===== src/sv/tcw_pkg.sv =====
// Shared types and constants of the text console writer.
package tcw_pkg;

   // Field widths of the request and response words.
   localparam int FUNC_W       = 1;
   localparam int CHAR_W       = 8;
   localparam int READ_ROW_W   = 5;
   localparam int READ_COL_W   = 6;
   localparam int CURSOR_COL_W = 7;
   localparam int CURSOR_ROW_W = 6;

   // Access codes carried in the func field.
   localparam logic [FUNC_W-1:0] FUNC_WRITE = 1'b0;
   localparam logic [FUNC_W-1:0] FUNC_READ  = 1'b1;

   // Control characters that move the cursor without storing anything.
   localparam logic [CHAR_W-1:0] CHAR_BACKSPACE = 8'd8;
   localparam logic [CHAR_W-1:0] CHAR_NEWLINE   = 8'd10;
   localparam logic [CHAR_W-1:0] CHAR_RETURN    = 8'd13;

   // Controller states.
   typedef enum logic [2:0] {
      ST_CLEAR,
      ST_IDLE,
      ST_SCROLL,
      ST_ADDR,
      ST_MEM,
      ST_DONE
   } ctl_state_type;

   // Commands from the controller to the datapath.
   typedef struct packed {
      logic take_ready;
      logic sweep_all;
      logic sweep_row;
      logic addr_load;
      logic mem_access;
      logic rsp_read;
   } cmd_type;

   // Status from the datapath to the controller.
   typedef struct packed {
      logic req_valid;
      logic slot_free;
      logic is_read;
      logic is_ctrl;
      logic will_scroll;
      logic all_last;
      logic row_last;
      logic pending_read;
   } status_type;

endpackage


===== src/sv/tcw_ctrl.sv =====
// Controller state machine of the text console writer.
module tcw_ctrl
   import tcw_pkg::*;
(
   input  logic       clock,
   input  logic       reset,
   input  status_type status,
   output cmd_type    cmd
);

   ctl_state_type state_ff, state_in;

   // State register; reset starts the clearing pass over the store.
   always_ff @(posedge clock) begin
      if (reset) begin
         state_ff <= ST_CLEAR;
      end else begin
         state_ff <= state_in;
      end
   end

   // Next state and commands.
   always_comb begin
      state_in = state_ff;
      cmd      = '0;
      unique case (state_ff)
         ST_CLEAR: begin
            cmd.sweep_all = 1'b1;
            if (status.all_last) begin
               state_in = ST_IDLE;
            end
         end
         ST_IDLE: begin
            cmd.take_ready = status.slot_free;
            if (status.slot_free && status.req_valid) begin
               priority if (status.is_read) begin
                  state_in = ST_ADDR;
               end else if (status.is_ctrl) begin
                  state_in = ST_IDLE;
               end else if (status.will_scroll) begin
                  state_in = ST_SCROLL;
               end else begin
                  state_in = ST_ADDR;
               end
            end
         end
         ST_SCROLL: begin
            cmd.sweep_row = 1'b1;
            if (status.row_last) begin
               state_in = ST_ADDR;
            end
         end
         ST_ADDR: begin
            cmd.addr_load = 1'b1;
            state_in      = ST_MEM;
         end
         ST_MEM: begin
            cmd.mem_access = 1'b1;
            state_in       = status.pending_read ? ST_DONE : ST_IDLE;
         end
         ST_DONE: begin
            cmd.rsp_read = 1'b1;
            state_in     = ST_IDLE;
         end
         default: begin
            state_in = ST_IDLE;
         end
      endcase
   end

endmodule


===== config.mk =====
export PLATFORM = sky130hd
export DESIGN_NAME = tcw_ctrl
export DESIGN_NICKNAME = d
export VERILOG_FILES = /design/src/sv/tcw_pkg.sv /design/src/sv/tcw_ctrl.sv
export SDC_FILE = /design/constraint.sdc
export NUM_CORES = 1
export LEC_CHECK = 0
export BUFFER_PORTS_ARGS = -buffer_cell sky130_fd_sc_hd__buf_2
export CORE_AREA = 2 2 39 41
export CTS_BUF_LIST = sky130_fd_sc_hd__clkbuf_8 sky130_fd_sc_hd__clkbuf_16
export DETAILED_ROUTE_END_ITERATION = 7
export DIE_AREA = 0 0 41 43
export MAX_ROUTING_LAYER = met4
export PLACE_DENSITY = 0.51
export SYNTH_ARGS = -nofsm -noshare
export SYNTH_HDL_FRONTEND = slang
export SYNTH_SLANG_ARGS = --single-unit

===== constraint.sdc =====
create_clock -name clock -period 1.1 [get_ports clock]
set_clock_uncertainty 0.15 [all_clocks]
set_input_delay 0.11 -clock clock [delete_from_list [all_inputs] [get_ports clock]]
set_output_delay 0.11 -clock clock [all_outputs]
set_load 0.02 [all_outputs]

# ---- Word level (Yosys, flattened, before mapping)
# Index checks and enable logic that the tools add are counted.
dict set report totals {
  inputBits 10
  latchBits 0
  wordCells 26
  rom_bits 0
  mem_bits_rw 0
  mem_count 0
  register_bits 3
}
dict set report op_classes {
  eq_ne 8
  add_sub_neg 0
  n_mul 0
  reduce_logical 3
  bitwise_logic 0
  n_shift 0
  order_cmp 0
  div_mod_pow 0
  mux 14
}
# operator n
set op_table {}
lappend op_table {{case mux 3 bit (5 select lines)} 1}
lappend op_table {{two-way mux 3 bit} 4}
lappend op_table {{two-way mux 1 bit} 7}
lappend op_table {{== test 3 x 2 -> 1 bit, second input constant} 2}
lappend op_table {{== test 3 bit, second input constant} 2}
lappend op_table {{inequality test 2 bit, second input constant} 3}
lappend op_table {{two-way mux 2 bit} 2}
lappend op_table {{== test 3 x 1 -> 1 bit, second input constant} 1}
lappend op_table {{zero test 3 bit} 1}
lappend op_table {{AND reduction 3 bit} 1}
lappend op_table {{logical AND 1 bit} 1}

# ---- Logic depth before layout (Yosys ltp)
dict set report depth {
  depth_word 5
  ltp_mapped 4
}

# ---- Worst setup path before layout
# OpenSTA, ideal clock, no wires.
dict set report synth_path {
  path_kind {register to register}
  from {register state_ff[1]}
  to {register state_ff[2]}
  path_stages_with_launch 5
  path_slack_ps -194
  synth_period_minus_slack_ps 1294
  arrival_ps 1086
  cell_sequence {dfxtp_1 > buf_2 > nor3b_2 > a22o_1 > and2b_1}
}
dict set report synth_via {
  elab_chain_len 3
  word_cells_on_any_way 10
  cone_classes {eq/ne (7); mux (1); reduce/logical (2)}
}
# item line_no
set synth_rtl {}
lappend synth_rtl {{from (decl)} tcw_ctrl.sv:11} ;# ctl_state_type state_ff, state_in;
lappend synth_rtl {{from (signal assigned)} tcw_ctrl.sv:18} ;# state_ff <= state_in;
lappend synth_rtl {{== test 3 x 1 -> 1 bit (tied with other cells)} tcw_ctrl.sv:26} ;# unique case (state_ff)
lappend synth_rtl {{inequality test 2 bit (no line)} --}
lappend synth_rtl {{AND reduction 3 bit (no line)} --}
# Several ways; a longest one is shown, not always the timed one.
# A chain may end at the register's enable or synchronous reset.

==> flow_summary.ini <==
[final_layout]
areaGrowthSynthToFinish_pct = 155
largest_reg_flops = 3
postLayoutCoreUtil = 0.381
reg_top3 = state_ff: 3 flops
finalInstanceArea_um2 = 527
drive_gt1_frac = 0.755
top_register = state_ff
fillers = 139
n_antenna_cell = 0
nets = 64

[global_routing]
grt_pass1_vias = 275
grt_max_degree = 7
grt_pass1_wl_um = 986
antenna_found_initial = 0
grt-ovfl-total = 0
grt_usage = 0.0852

[sta]
finalSetupViolCount = 9
worst_slack_ns = -0.176
min_period_ns = 1.28
period_share = 1.16
hold_slack_ns = 0.0684
fmax_ghz = 0.784
hold_violations = 0
slew-limit-headroom = 0.875
tightest_slew_ns = 0.186
slew_viol_final = 0
rsz0062_at_grt = true

[power]
p_per_area_nw_per_um2 = 1040
ir_drop_mv = 0.856
p_leak_nw = 0.246
total_power_mw = 0.549

[placement]
dp_hpwl_um = 481
dpl_cell_area_um2 = 347
gp_congestion = 0.688
io_buffers = 15
dp_slack_ns = -0.128

[synth]
yosys_register_bits = 3
ys_warn_count = 0
synth.area.top_cells = dfxtp_1 29%, nor2b_1 9.1%, nor3_1 7.3%
synth_nets = 35
yosys.cell_types.count = 17
netlist_instances = 25
synth_area_um2 = 206
yosysTopAreaCell = dfxtp_1
synth_top_area_frac = 0.291
yosysSeqAreaShare = 0.291
avgSynthCellArea_um2 = 8.26

[setup_path]
r2r_cells = 5
path_class = flip-flop to primary output
timing.rr.start = state_ff[0]
cp_data_arrival_time_ns = 1.02
crit_path_end_kind = primary output
cp_max_fo = 6
required_ns = 0.84
r2r-end = state_ff[0]
cp-start-kind = flip-flop
reg2reg_slack_ns = -0.06

[clocking]
cts_buffers = 3
cts_tree = built
cts.clk_slew.worst_paths_ns = 0.03
clockRootBuffer = clkbuf_8
clk_latency_ns = 0.21
htreeDepth = 1
ctsLongestPathBuffers = 2
clock_sinks = 3

[hold_path]
hp-start = status[7]
hold_path_depth = 3
hold_end = state_ff[0]
hp-class = primary input to flip-flop

[floorplan]
io_pins = 16
rows = 14
initial_core_util = 0.149
die_h_um = 43
dieArea_um2 = 1760
dieWidth_um = 41
core_um2 = 1380

[detailed_routing]
via_count = 283
via_per_inst = 4.10
wirelength_um = 630
firstDrtPassIters = 2
ant_nets = 0
remaining_drc_errors = 0
wl_per_cell_um = 9.13
drt_iter0_markers = 2

[job]
cap_violations = 0

[status]
violations = negative setup slack
status = complete, but fails checks
-- cell usage after synthesis --
library cell  number
nor2_1             1
buf_2              1
nand2_1            1
and2_1             1
and3b_1            1
a22o_1             1
a41oi_1            1
dfxtp_1            3
nor3_1             3
nor3b_2            1
and4b_1            1
nand2b_1           2
a21oi_1            2
and2b_1            1
nor3b_1            1
o21a_1             1
nor2b_1            3
-- layout by cell type (no fill, tap or decap), drive strengths merged, types with 2 or more instances in the layout --
master,Yosys,routed
a21oi,2,2
buf,1,24
clkbuf,0,3
dfxtp,3,3
nand2b,2,2
nor2b,3,3
nor3,3,3
nor3b,2,2
-- where the power goes --
part / switching [mW] / internal (mW) / total [mW]
sequential: 0.00581 / 0.112 / 0.118
combinational: 0.0512 / 0.0752 / 0.126
clock: 0.0684 / 0.237 / 0.306
-- kinds of logic (layout without fill, tap and decap cells) --
logic type | count (synthesis) | count (layout) | synth area share
DFF | 3 | 3 | 0.291
buffers and inverters | 1 | 29 | 0.0242
AOI/OAI and AO/OA | 5 | 5 | 0.170
and+or+nand+nor | 16 | 16 | 0.515
-- worst max-delay path by stage --
stage / start / endpoint / cells past startpoint
after floorplan: state_ff[1] / state_ff[2] / 4
after global placement: state_ff[1] / cmd[3] / 3
after detailed placement: state_ff[1] / cmd[3] / 3
after CTS: state_ff[0] / cmd[3] / 4
after global routing: state_ff[0] / cmd[3] / 4
final: state_ff[0] / cmd[3] / 4
-- metrics by stage --
step	cells	TNS, ns
final	69	-0.989
after global routing	69	-1.47
after CTS	69	-1.06
after detailed placement	60	-0.498
after global placement	60	-0.508
after floorplan	25	-0.324
-- area by class of cell --
| type | count | area (um2) | share of cell area |
|---|---|---|---|
| Sequential cell | 3 | 68.8 | 0.131 |
| Clock buffer | 3 | 41.3 | 0.0784 |
| Timing Repair Buffer | 25 | 201 | 0.382 |
| Tap cell | 16 | 20.0 | 0.0380 |
| Clock inverter | 1 | 3.75 | 0.00713 |
| Multi-Input combinational cell | 21 | 191 | 0.363 |
-- routing by layer --
metal | part of all wire | track usage | wire length (um) | up-vias
met5 | 0 | - | 0 | -
met4 | 0 | 0.0400 | 0 | 0
met3 | 0.076 | 0.0471 | 48 | 0
met2 | 0.49 | 0.119 | 308 | 10
met1 | 0.43 | 0.0958 | 274 | 125
li1 | - | - | - | 148
-- worst max-delay path: stages, from the launching register on --
cell	delay [ns]
dfxtp_2	0.31
buf_6	0.13
nor2b_4	0.11
nor2b_4	0.14
buf_6	0.11
-- repair_timing --
item	4_1_cts	5_1_grt
endpoints found under the setup margin	9	9
hold buffers	1	0
buffers inserted	4	0
pin swaps	5	1
hold endpoints to repair	1	0
resized for setup	29	0
Note: power is estimated with default switching activity, not from simulation.
